==> config.mk <==
export PLATFORM = sky130hd
export DESIGN_NAME = quaternion_nlerp_normalize
export DESIGN_NICKNAME = d
export VERILOG_FILES = /design/src/qnl_pkg.sv /design/src/quaternion_nlerp_normalize.sv /design/src/qnl_mac.sv /design/src/qnl_isqrt.sv
export SDC_FILE = /design/constraint.sdc
export NUM_CORES = 2
export LEC_CHECK = 0
export BUFFER_PORTS_ARGS = -buffer_cell sky130_fd_sc_hd__buf_2
export CAP_MARGIN = 20
export CORE_ASPECT_RATIO = 1.5
export CORE_MARGIN = 2
export CORE_UTILIZATION = 54
export DETAILED_ROUTE_END_ITERATION = 7
export PLACE_DENSITY = 0.77
export SETUP_SLACK_MARGIN = 0.2
export SLEW_MARGIN = 20
export SYNTH_ARGS = -nofsm -noshare
export SYNTH_HDL_FRONTEND = slang
export SYNTH_HIERARCHICAL = 1
export SYNTH_SLANG_ARGS = --single-unit
==> constraint.sdc <==
create_clock -name clk -period 31.2 [get_ports clk]
set_clock_uncertainty 0.05 [all_clocks]
set_input_delay 1.56 -clock clk [delete_from_list [all_inputs] [get_ports clk]]
set_output_delay 1.56 -clock clk [all_outputs]
set_load 0.05 [all_outputs]
==> src/qnl_pkg.sv <==
// Shared constants, widths and types for the quaternion nlerp block.
// Used by qnl_mac, qnl_isqrt and quaternion_nlerp_normalize; depends on nothing.
`default_nettype none
package qnl_pkg;

	localparam int FRAC_BITS = 14;
	localparam int DW        = 16;
	localparam int NC        = 4;
	localparam int CW        = $clog2(NC);
	localparam int WW        = 15;
	localparam int MW        = DW + 1;
	localparam int PW        = 2 * MW;
	localparam int SW        = 2 * DW - 1;
	localparam int LW        = 2 * DW + 1;
	localparam int MAGW      = FRAC_BITS + 1;
	localparam int KW        = $clog2(MAGW);
	localparam int RW        = LW + 2 * FRAC_BITS + 5;

	localparam logic [WW-1:0] ONE_Q   = WW'(1) << FRAC_BITS;
	localparam logic [LW-1:0] LEN_ONE = LW'(1) << (2 * FRAC_BITS);

	typedef logic signed [DW-1:0] comp_t;

	typedef logic [1:0] nstat_t;
	localparam nstat_t NS_UNIT     = 2'd0;
	localparam nstat_t NS_RESCALED = 2'd1;
	localparam nstat_t NS_ZERO     = 2'd2;

	typedef enum logic [2:0] {
		TG_NONE,
		TG_DOT_FIRST,
		TG_DOT,
		TG_BLA,
		TG_BLB,
		TG_SQ
	} tag_kind_t;

	typedef struct packed {
		tag_kind_t       kind;
		logic [CW-1:0]   idx;
	} tag_t;

	typedef struct packed {
		logic            start;
		logic [LW-1:0]   len;
		logic [SW-1:0]   sq;
	} rt_req_t;

	typedef struct packed {
		logic            done;
		logic [MAGW-1:0] mag;
	} rt_sts_t;

endpackage
`default_nettype wire

==> src/quaternion_nlerp_normalize.sv <==
// Top level of the quaternion nlerp block: request capture, sequencer and result register.
// Depends on qnl_pkg, qnl_mac and qnl_isqrt.
//
// The block blends two Q1.14 quaternions a and b by an unsigned Q1.14 weight (clamped to one),
// optionally flipping b onto the shorter arc when shortest_path is set and a.b is negative, and
// then normalises the blend exactly: zero length gives zeros with status 2, length exactly one
// passes the blend with status 0, anything else is rescaled to round(c / sqrt(len)) with status 1.
// One request is worked on at a time. The single 17x17 multiplier forms the dot product, the
// blend and the squared length in turn, after which a request whose length is zero or one gives
// its result; otherwise the bit-serial root unit then works on each of the four components in
// turn. A new request can be taken once the result has moved to the output register, even while
// that result is still stalled.
`default_nettype none
module quaternion_nlerp_normalize (
	input  logic                   clk,
	input  logic                   arst_n,
	input  logic                   cfg_we,
	input  logic                   cfg_wdata,
	input  logic                   in_valid,
	output logic                   in_stall,
	input  qnl_pkg::comp_t         a_w,
	input  qnl_pkg::comp_t         a_x,
	input  qnl_pkg::comp_t         a_y,
	input  qnl_pkg::comp_t         a_z,
	input  qnl_pkg::comp_t         b_w,
	input  qnl_pkg::comp_t         b_x,
	input  qnl_pkg::comp_t         b_y,
	input  qnl_pkg::comp_t         b_z,
	input  logic [qnl_pkg::WW-1:0] weight,
	output logic                   out_valid,
	input  logic                   out_stall,
	output qnl_pkg::comp_t         r_w,
	output qnl_pkg::comp_t         r_x,
	output qnl_pkg::comp_t         r_y,
	output qnl_pkg::comp_t         r_z,
	output qnl_pkg::nstat_t        norm_status
);
	import qnl_pkg::*;

	localparam int J_BL     = NC;
	localparam int J_SQ     = J_BL + 2 * NC + 2;
	localparam int MAC_LAST = J_SQ + NC;
	localparam int CNTW     = $clog2(MAC_LAST + 1);
	localparam comp_t MAG_MAX = DW'(ONE_Q);

	typedef enum logic [5:0] {
		ST_IDLE   = 6'b000001,
		ST_MAC    = 6'b000010,
		ST_CHECK  = 6'b000100,
		ST_RSTART = 6'b001000,
		ST_RWAIT  = 6'b010000,
		ST_FINISH = 6'b100000
	} state_t;

	state_t            state_q;
	logic [CNTW-1:0]   cnt_q;
	logic [CW-1:0]     comp_q;
	logic              sp_q;
	logic              out_valid_q;

	comp_t             a_q [NC];
	comp_t             b_q [NC];
	logic [WW-1:0]     t_q;
	comp_t             res_q [NC];
	nstat_t            stat_q;
	comp_t             r_q [NC];
	nstat_t            rstat_q;

	logic              accept;
	logic              load_out;
	logic [WW-1:0]     t_in;
	logic [CNTW-1:0]   jb;
	logic [CNTW-1:0]   js;
	logic [CW-1:0]     sel;
	comp_t             av;
	comp_t             bv;
	comp_t             cv;
	logic signed [MW-1:0] wa;
	logic signed [MW-1:0] wb;
	logic signed [MW-1:0] tw;
	logic signed [MW-1:0] op_a;
	logic signed [MW-1:0] op_b;
	tag_t              tag;
	comp_t             mag16;

	logic signed [PW-1:0] dot;
	comp_t             c [NC];
	logic [SW-1:0]     sq [NC];
	logic [LW-1:0]     len;
	rt_req_t           rt_req;
	rt_sts_t           rt_sts;

	assign in_stall = (state_q != ST_IDLE);
	assign accept   = in_valid && !in_stall;
	assign load_out = (state_q == ST_FINISH) && (!out_valid_q || !out_stall);
	assign t_in     = (weight > ONE_Q) ? ONE_Q : weight;

	assign jb = cnt_q - CNTW'(J_BL);
	assign js = cnt_q - CNTW'(J_SQ);

	always_comb begin
		if (state_q != ST_MAC) begin
			sel = comp_q;
		end else if (cnt_q < CNTW'(J_BL)) begin
			sel = cnt_q[CW-1:0];
		end else if (cnt_q < CNTW'(J_BL + 2 * NC)) begin
			sel = jb[CW:1];
		end else begin
			sel = js[CW-1:0];
		end
	end

	assign av = a_q[sel];
	assign bv = b_q[sel];
	assign cv = c[sel];

	assign tw = {2'b00, t_q};
	assign wa = {2'b00, ONE_Q - t_q};
	assign wb = (sp_q && dot[PW-1]) ? -tw : tw;

	always_comb begin
		op_a = '0;
		op_b = '0;
		tag  = '{kind: TG_NONE, idx: sel};
		if (state_q == ST_MAC) begin
			if (cnt_q < CNTW'(J_BL)) begin
				op_a     = {av[DW-1], av};
				op_b     = {bv[DW-1], bv};
				tag.kind = (cnt_q == '0) ? TG_DOT_FIRST : TG_DOT;
			end else if (cnt_q < CNTW'(J_BL + 2 * NC)) begin
				if (!jb[0]) begin
					op_a     = {av[DW-1], av};
					op_b     = wa;
					tag.kind = TG_BLA;
				end else begin
					op_a     = {bv[DW-1], bv};
					op_b     = wb;
					tag.kind = TG_BLB;
				end
			end else if (cnt_q >= CNTW'(J_SQ) && cnt_q < CNTW'(J_SQ + NC)) begin
				op_a     = {cv[DW-1], cv};
				op_b     = {cv[DW-1], cv};
				tag.kind = TG_SQ;
			end
		end
	end

	qnl_mac u_mac (
		.clk    (clk),
		.arst_n (arst_n),
		.op_a   (op_a),
		.op_b   (op_b),
		.tag    (tag),
		.dot    (dot),
		.c      (c),
		.sq     (sq),
		.len    (len)
	);

	assign rt_req.start = (state_q == ST_RSTART);
	assign rt_req.len   = len;
	assign rt_req.sq    = sq[comp_q];

	qnl_isqrt u_isqrt (
		.clk    (clk),
		.arst_n (arst_n),
		.req    (rt_req),
		.sts    (rt_sts)
	);

	assign mag16 = DW'(rt_sts.mag);

	always_ff @(posedge clk or negedge arst_n) begin
		if (!arst_n) begin
			state_q     <= ST_IDLE;
			cnt_q       <= '0;
			comp_q      <= '0;
			sp_q        <= 1'b1;
			out_valid_q <= 1'b0;
		end else begin
			if (cfg_we) begin
				sp_q <= cfg_wdata;
			end
			if (load_out) begin
				out_valid_q <= 1'b1;
			end else if (!out_stall) begin
				out_valid_q <= 1'b0;
			end
			case (state_q)
				ST_IDLE: begin
					if (accept) begin
						state_q <= ST_MAC;
						cnt_q   <= '0;
					end
				end
				ST_MAC: begin
					if (cnt_q == CNTW'(MAC_LAST)) begin
						state_q <= ST_CHECK;
					end else begin
						cnt_q <= cnt_q + 1'b1;
					end
				end
				ST_CHECK: begin
					if (len == '0 || len == LEN_ONE) begin
						state_q <= ST_FINISH;
					end else begin
						state_q <= ST_RSTART;
						comp_q  <= '0;
					end
				end
				ST_RSTART: state_q <= ST_RWAIT;
				ST_RWAIT: begin
					if (rt_sts.done) begin
						if (comp_q == CW'(NC - 1)) begin
							state_q <= ST_FINISH;
						end else begin
							comp_q  <= comp_q + 1'b1;
							state_q <= ST_RSTART;
						end
					end
				end
				ST_FINISH: begin
					if (load_out) begin
						state_q <= ST_IDLE;
					end
				end
				default: state_q <= ST_IDLE;
			endcase
		end
	end

	always_ff @(posedge clk) begin
		if (accept) begin
			a_q[0] <= a_w;
			a_q[1] <= a_x;
			a_q[2] <= a_y;
			a_q[3] <= a_z;
			b_q[0] <= b_w;
			b_q[1] <= b_x;
			b_q[2] <= b_y;
			b_q[3] <= b_z;
			t_q    <= t_in;
		end
		if (state_q == ST_CHECK) begin
			if (len == '0) begin
				for (int i = 0; i < NC; i++) begin
					res_q[i] <= '0;
				end
				stat_q <= NS_ZERO;
			end else if (len == LEN_ONE) begin
				for (int i = 0; i < NC; i++) begin
					res_q[i] <= c[i];
				end
				stat_q <= NS_UNIT;
			end else begin
				stat_q <= NS_RESCALED;
			end
		end
		if (state_q == ST_RWAIT && rt_sts.done) begin
			res_q[comp_q] <= cv[DW-1] ? -mag16 : mag16;
		end
		if (load_out) begin
			r_q     <= res_q;
			rstat_q <= stat_q;
		end
	end

	assign out_valid   = out_valid_q;
	assign r_w         = r_q[0];
	assign r_x         = r_q[1];
	assign r_y         = r_q[2];
	assign r_z         = r_q[3];
	assign norm_status = rstat_q;

	a_zero_len_clears: assert property (@(posedge clk) disable iff (!arst_n)
		out_valid && norm_status == NS_ZERO |-> r_w == '0 && r_x == '0 && r_y == '0 && r_z == '0)
		else $error("zero-length result carries non-zero components");

	a_rescale_bound: assert property (@(posedge clk) disable iff (!arst_n)
		out_valid && norm_status == NS_RESCALED |->
			r_w <= MAG_MAX && r_w >= -MAG_MAX && r_x <= MAG_MAX && r_x >= -MAG_MAX &&
			r_y <= MAG_MAX && r_y >= -MAG_MAX && r_z <= MAG_MAX && r_z >= -MAG_MAX)
		else $error("rescaled component exceeds unit magnitude");

	a_root_done_in_wait: assert property (@(posedge clk) disable iff (!arst_n)
		rt_sts.done |-> state_q == ST_RWAIT)
		else $error("root unit finished outside its wait state");

	a_accept_starts_mac: assert property (@(posedge clk) disable iff (!arst_n)
		in_valid && !in_stall |=> state_q == ST_MAC && cnt_q == '0)
		else $error("accepted request did not start the multiply sequence");

endmodule
`default_nettype wire

==> src/qnl_mac.sv <==
// Shared 17x17 signed multiplier with the accumulators for dot product, blend and length.
// Depends on qnl_pkg.
`default_nettype none
module qnl_mac (
	input  logic                          clk,
	input  logic                          arst_n,
	input  logic signed [qnl_pkg::MW-1:0] op_a,
	input  logic signed [qnl_pkg::MW-1:0] op_b,
	input  qnl_pkg::tag_t                 tag,
	output logic signed [qnl_pkg::PW-1:0] dot,
	output qnl_pkg::comp_t                c [qnl_pkg::NC],
	output logic [qnl_pkg::SW-1:0]        sq [qnl_pkg::NC],
	output logic [qnl_pkg::LW-1:0]        len
);
	import qnl_pkg::*;

	localparam logic signed [PW-1:0] RND_POS = PW'(2 ** (FRAC_BITS - 1));
	localparam logic signed [PW-1:0] RND_NEG = RND_POS - PW'(1);
	localparam logic signed [PW-1:0] SAT_HI  = PW'(2 ** (DW - 1) - 1);
	localparam logic signed [PW-1:0] SAT_LO  = ~SAT_HI;

	logic signed [PW-1:0] prod_q;
	tag_t                 tag_q;
	logic signed [PW-1:0] acc_q;
	logic signed [PW-1:0] sum_q;
	logic [CW-1:0]        sum_idx_q;
	logic                 rnd_q;
	logic signed [PW-1:0] dot_q;
	comp_t                c_q [NC];
	logic [SW-1:0]        sq_q [NC];
	logic [LW-1:0]        len_q;

	logic signed [PW-1:0] rsum;
	logic signed [PW-1:0] rsh;
	comp_t                c_rnd;

	// Ties round away from zero: a negative sum takes one less before the floor shift.
	always_comb begin
		rsum = sum_q + (sum_q[PW-1] ? RND_NEG : RND_POS);
		rsh  = rsum >>> FRAC_BITS;
		if (rsh > SAT_HI) begin
			c_rnd = SAT_HI[DW-1:0];
		end else if (rsh < SAT_LO) begin
			c_rnd = SAT_LO[DW-1:0];
		end else begin
			c_rnd = rsh[DW-1:0];
		end
	end

	always_ff @(posedge clk or negedge arst_n) begin
		if (!arst_n) begin
			tag_q <= '{kind: TG_NONE, idx: '0};
			rnd_q <= 1'b0;
		end else begin
			tag_q <= tag;
			rnd_q <= (tag_q.kind == TG_BLB);
		end
	end

	always_ff @(posedge clk) begin
		prod_q <= op_a * op_b;
		case (tag_q.kind)
			TG_DOT_FIRST: dot_q <= prod_q;
			TG_DOT:       dot_q <= dot_q + prod_q;
			TG_BLA:       acc_q <= prod_q;
			TG_BLB: begin
				sum_q     <= acc_q + prod_q;
				sum_idx_q <= tag_q.idx;
			end
			TG_SQ: begin
				sq_q[tag_q.idx] <= prod_q[SW-1:0];
				len_q <= ((tag_q.idx == '0) ? '0 : len_q) + LW'(prod_q[SW-1:0]);
			end
			default: ;
		endcase
		if (rnd_q) begin
			c_q[sum_idx_q] <= c_rnd;
		end
	end

	assign dot = dot_q;
	assign c   = c_q;
	assign sq  = sq_q;
	assign len = len_q;

endmodule
`default_nettype wire

==> src/qnl_isqrt.sv <==
// Bit-serial unit that forms round(|c| * 2^FRAC_BITS / sqrt(len)) one result bit per cycle
// with a single add and compare. Depends on qnl_pkg.
`default_nettype none
module qnl_isqrt (
	input  logic               clk,
	input  logic               arst_n,
	input  qnl_pkg::rt_req_t   req,
	output qnl_pkg::rt_sts_t   sts
);
	import qnl_pkg::*;

	logic              busy_q;
	logic              done_q;
	logic [KW-1:0]     k_q;
	logic signed [RW-1:0] p_q;
	logic signed [RW-1:0] a_q;
	logic signed [RW-1:0] b_q;
	logic signed [RW-1:0] kk_q;
	logic [MAGW-1:0]   m_q;

	logic signed [RW-1:0] trial;
	logic                 ok;

	// With o = 2m-1, p holds o*o*len, a holds o*len scaled for the current bit and b holds len
	// scaled for the square of that bit, so a trial bit costs one three-input add.
	assign trial = p_q + a_q + b_q;
	assign ok    = !m_q[FRAC_BITS] && (trial <= kk_q);

	always_ff @(posedge clk or negedge arst_n) begin
		if (!arst_n) begin
			busy_q <= 1'b0;
			done_q <= 1'b0;
			k_q    <= '0;
		end else begin
			done_q <= 1'b0;
			if (req.start) begin
				busy_q <= 1'b1;
				k_q    <= KW'(FRAC_BITS);
			end else if (busy_q) begin
				if (k_q == '0) begin
					busy_q <= 1'b0;
					done_q <= 1'b1;
				end else begin
					k_q <= k_q - 1'b1;
				end
			end
		end
	end

	always_ff @(posedge clk) begin
		if (req.start) begin
			p_q  <= RW'(req.len);
			a_q  <= -(RW'(req.len) << (FRAC_BITS + 2));
			b_q  <= RW'(req.len) << (2 * FRAC_BITS + 2);
			kk_q <= RW'(req.sq) << (2 * FRAC_BITS + 2);
			m_q  <= '0;
		end else if (busy_q) begin
			if (ok) begin
				p_q      <= trial;
				m_q[k_q] <= 1'b1;
				a_q      <= (a_q >>> 1) + b_q;
			end else begin
				a_q      <= a_q >>> 1;
			end
			b_q <= b_q >>> 2;
		end
	end

	assign sts.done = done_q;
	assign sts.mag  = m_q;

endmodule
`default_nettype wire
==> metrics.md <==
| Metric | Value |
|---|---|
| Status | `finished, final reports clean` |
| Sequential share of the synthesized area | `between 40% and 50%` |
| RSZ-0062 raised after global routing | `false` |
| Peak VDD IR | `0.118 mV` |
| Routed Antenna Nets | `0` |
| # port buffers | `216` |
| Hold buffers post-CTS | `0` |
| Post-CTS setup repair buffer count | `0` |
| Worst Path Max Fanout | `61` |
| P_leak | `roughly 0.029 uW` |
| Routability congestion estimate | `1.03` |
| Reg2reg end | `u_isqrt/p_q[27]$_DFFE_PP_` |
| Initial DRC count | `4275` |
| Detail-routed net length per standard cell | `roughly 24 um` |
| Max cap viols | `0` |
| TritonRoute pass-1 iters | `6` |
| Buf+Inv Stages, Crit Path | `6` |
| Initial antenna violation count | `15` |
| Mapped cell area | `62700 um2` |
| Slew margin rel. | `22.1%` |
| Slowest CP cell | `o211ai_1` |
| Final nets | `7023` |
| Max Slew Vio Count | `0` |
| Crit path depth | `30` |
| First-pass GRT wire length | `286 mm` |
| Clock tree buffer depth | `3` |
| GRT overflow | `0` |
| Seq pwr share | `27.0%` |
| Die W | `around 280 um` |
| Num CTS Buffers | `88` |
| Int Pwr | `3600 uW` |
| Synth cell types | `roughly 110` |
| Min Tclk post-route | `about 11 ns` |
| Pre-CTS WS | `20.71 ns` |
| Clock Pin Slew Worst Setup and Hold Paths | `0.06 ns` |
| Pin count of the biggest net entering global routing | `99` |
| Remaining DRCs | `0` |
| HPWL after DPL | `142 mm` |
| Synth warn | `6` |
| Final hold violations | `0` |
| Crit path top cell by count | `buf_4` |
| Avg Synthesized Cell Area | `10.4 um2` |
| Routed wire length | `188 mm` |
| CP startpoint kind | `flip-flop` |
| Critical Path RT | `roughly 32 ns` |
| Crit path max-delay family | `compound AO/OA/AOI/OAI gates` |
| Total die area | `119000 um2` |
| GRT Overall Usage | `a little under a third` |
| FMAX | `between 0.09 and 0.1 GHz` |
| Mapped Nets | `6895` |
| Cell row count | `about 150` |
| CORE AREA | `115000 um2` |
| Combinational share of power | `between 50% and 60%` |
| H-tree Lvls | `3` |
| Initial Utilization | `a little over half` |
| Setup TNS | `0 ns` |
| Reg2Reg Setup Slack | `between 20 and 25 ns` |
| # setup viols final | `0` |
| Reg2Reg Depth | `30` |
| Power share of the clock group | `16.8%` |
| Switching part of the total | `46.6%` |
| Most common flop cell mapped by yosys | `edfxtp_1` |
| Tcrit/Tclk final | `roughly a third` |
| Post-Synthesis Cells | `~6000` |
| Yosys reg bits | `902` |
| Slew at the pin with the worst max-slew slack | `roughly 1.2 ns` |
| PostCTS Resize Cnt | `0` |
| Fin worst setup slack | `20.22 ns` |
| Critical register-to-register path startpoint | `u_isqrt/a_q[1]$_SDFFCE_PP0P_` |
| Critical Path AT | `11.32 ns` |
| Vias in the first global route | `49300` |
| Share of layout cells above drive strength 1 | `around a tenth` |
| Power density over cell area | `98.4 nW/um2` |
| CTS tree | `yes` |
| Crit Path Class | `flip-flop to flip-flop` |
| Worst setup path end | `u_isqrt/p_q[27]$_DFFE_PP_` |
| Worst Setup End Kind | `flip-flop` |
| Synth async-reset ratio | `2.99%` |
| Hold WC Path Type | `flip-flop to flip-flop` |
| Post-synth EDFFs | `699` |
| Die Y | `421 um` |
| CTS Sinks | `902` |
| Clk_lat worst skew | `0.72 ns` |
| P_sw | `3150 uW` |
| Critical path origin | `u_isqrt/a_q[1]$_SDFFCE_PP0P_` |
| Vias/cell | `6.22` |
| Synthesis-to-finish area growth | `9.48%` |
| Crit-path max cell delay | `0.87 ns` |
| IO Pins | `217` |
| Root Driver | `clkbuf_16` |
| Vias | `slightly below 50000` |
power by group through the flow:
stage                     Combinational, uW  Clock, uW  Sequential [uW]
after floorplan                        2650          0             1760
after global placement                 3630          0             1830
after detailed placement               3680          0             1840
after CTS                              3710       1150             1820
after global routing                   4120       1190             1840
final                                  3790       1130             1820
metrics by stage:
stage               instance area [um2]  util [%]  hold WS, ns  instances  power (uW)
finish                            68600      59.4        0.384       7785        6750
global route                      68600      59.4        0.387       7776        7150
CTS                               68500      59.4        0.385       7767        6670
detailed placement                65400      56.7        0.367       7601        5520
global placement                  65400      56.7        0.355       7600        5460
floorplan                         62700         -        0.350       6014        4410
flip-flops by register name, indices dropped and copies added, names as in the netlist, 63 cells and up:
signal	flops
u_isqrt/b_q	63
res_q	64
b_q	64
u_isqrt/a_q	66
u_mac/sq	124
a_q	64
u_isqrt/p_q	66
u_mac/c	64
final cells by class:
class                           count  area, um2
Antenna cell                       17       42.5
Clock buffer                      112       2350
Clock inverter                     54        747
Fill cell                        9365      46800
Inverter                          500       1890
Multi-Input combinational cell   4355      34700
Sequential cell                   902      25200
Tap cell                         1550       1940
Timing Repair Buffer              295       1680
layer usage:
metal  global-route usage [%]  wire, um  up-vias
met2                     54.0     93300     2194
met5                        0        29        -
met1                     34.7     64900    23700
li1                         -         -    21800
met3                     4.67     11200      781
met4                     26.3     18800        4
worst register-to-register path: cells and delay by family (launching register included):
| family | cells | cell delay, ns |
|---|---|---|
| DFF | 1 | 0.44 |
| and+or+nand+nor | 8 | 2.79 |
| AOI/OAI and AO/OA | 11 | 3.85 |
| xor gates and xnor gates | 1 | 0.17 |
| buffers and inverters | 6 | 1.89 |
| adders and majority gates | 4 | 1.47 |
cell usage after synthesis (109+ instances only):
cell type  instances  share of area, %
edfxtp_1         699                34
ha_1             368               7.3
and2_1           180               1.8
dfxtp_1          176               5.6
nor2_1           276               1.7
and3_1           115               1.1
a21oi_1          417               3.3
mux2i_1          174               2.8
xnor2_1          186               2.6
inv_1            497               3.0
nand3_1          161               1.3
nand2_1          637               3.8
o21ai_0          264               2.1
clkbuf_1         204               1.2
fa_1             364                12
a21o_1           109               1.3
cell usage in the layout (no fill, tap or decap), types with 36 or more instances in the layout:
cell and n:
xnor2_1 186, a211oi_1 48, mux2i_1 174, ha_1 368, a21o_1 109, fa_1 364
nor2_1 269, buf_4 77, a31oi_1 36, o21ai_0 262, nor2b_1 72, nand2_1 634
xor2_1 100, o21a_1 40, or3_1 42, nand2b_1 41, nand4_1 64, and3_1 114
edfxtp_1 699, clkbuf_16 88, and2_1 180, buf_2 216, nand3_1 161, inv_1 497
a21oi_1 415, o21bai_1 52, o211ai_1 44, dfxtp_1 176, nor3_1 72
cell families (layout without fill, tap and decap cells):
group / count (synthesis) / in the layout / share of synthesized area, %
simple gates: 1807 / 1807 / 14.2
fa+ha+maj: 732 / 732 / 19.0
xor+xnor: 287 / 287 / 4.03
mux: 211 / 211 / 4.00
flops: 902 / 902 / 40.2
compound gates: 1318 / 1318 / 13.8
other cells: 0 / 17 / 0
buf+inv: 757 / 961 / 4.76
worst min-delay path by stage:
stage | start | endpoint | slack, ns | depth (start not counted)
final | stat_q[1]$_SDFFCE_PN1P_ | norm_status[1]$_DFFE_PP_ | 0.38 | 0
after global routing | stat_q[1]$_SDFFCE_PN1P_ | norm_status[1]$_DFFE_PP_ | 0.39 | 0
after detailed placement | res_q[21]$_DFF_P_ | r_y[5]$_DFFE_PP_ | 0.37 | 0
after global placement | stat_q[1]$_SDFFCE_PN1P_ | norm_status[1]$_DFFE_PP_ | 0.36 | 0
after floorplan | stat_q[0]$_SDFFCE_PN0P_ | norm_status[0]$_DFFE_PP_ | 0.35 | 0
after CTS | res_q[20]$_DFF_P_ | r_y[4]$_DFFE_PP_ | 0.38 | 0
No activity file was read; power rests on OpenSTA's default activity.
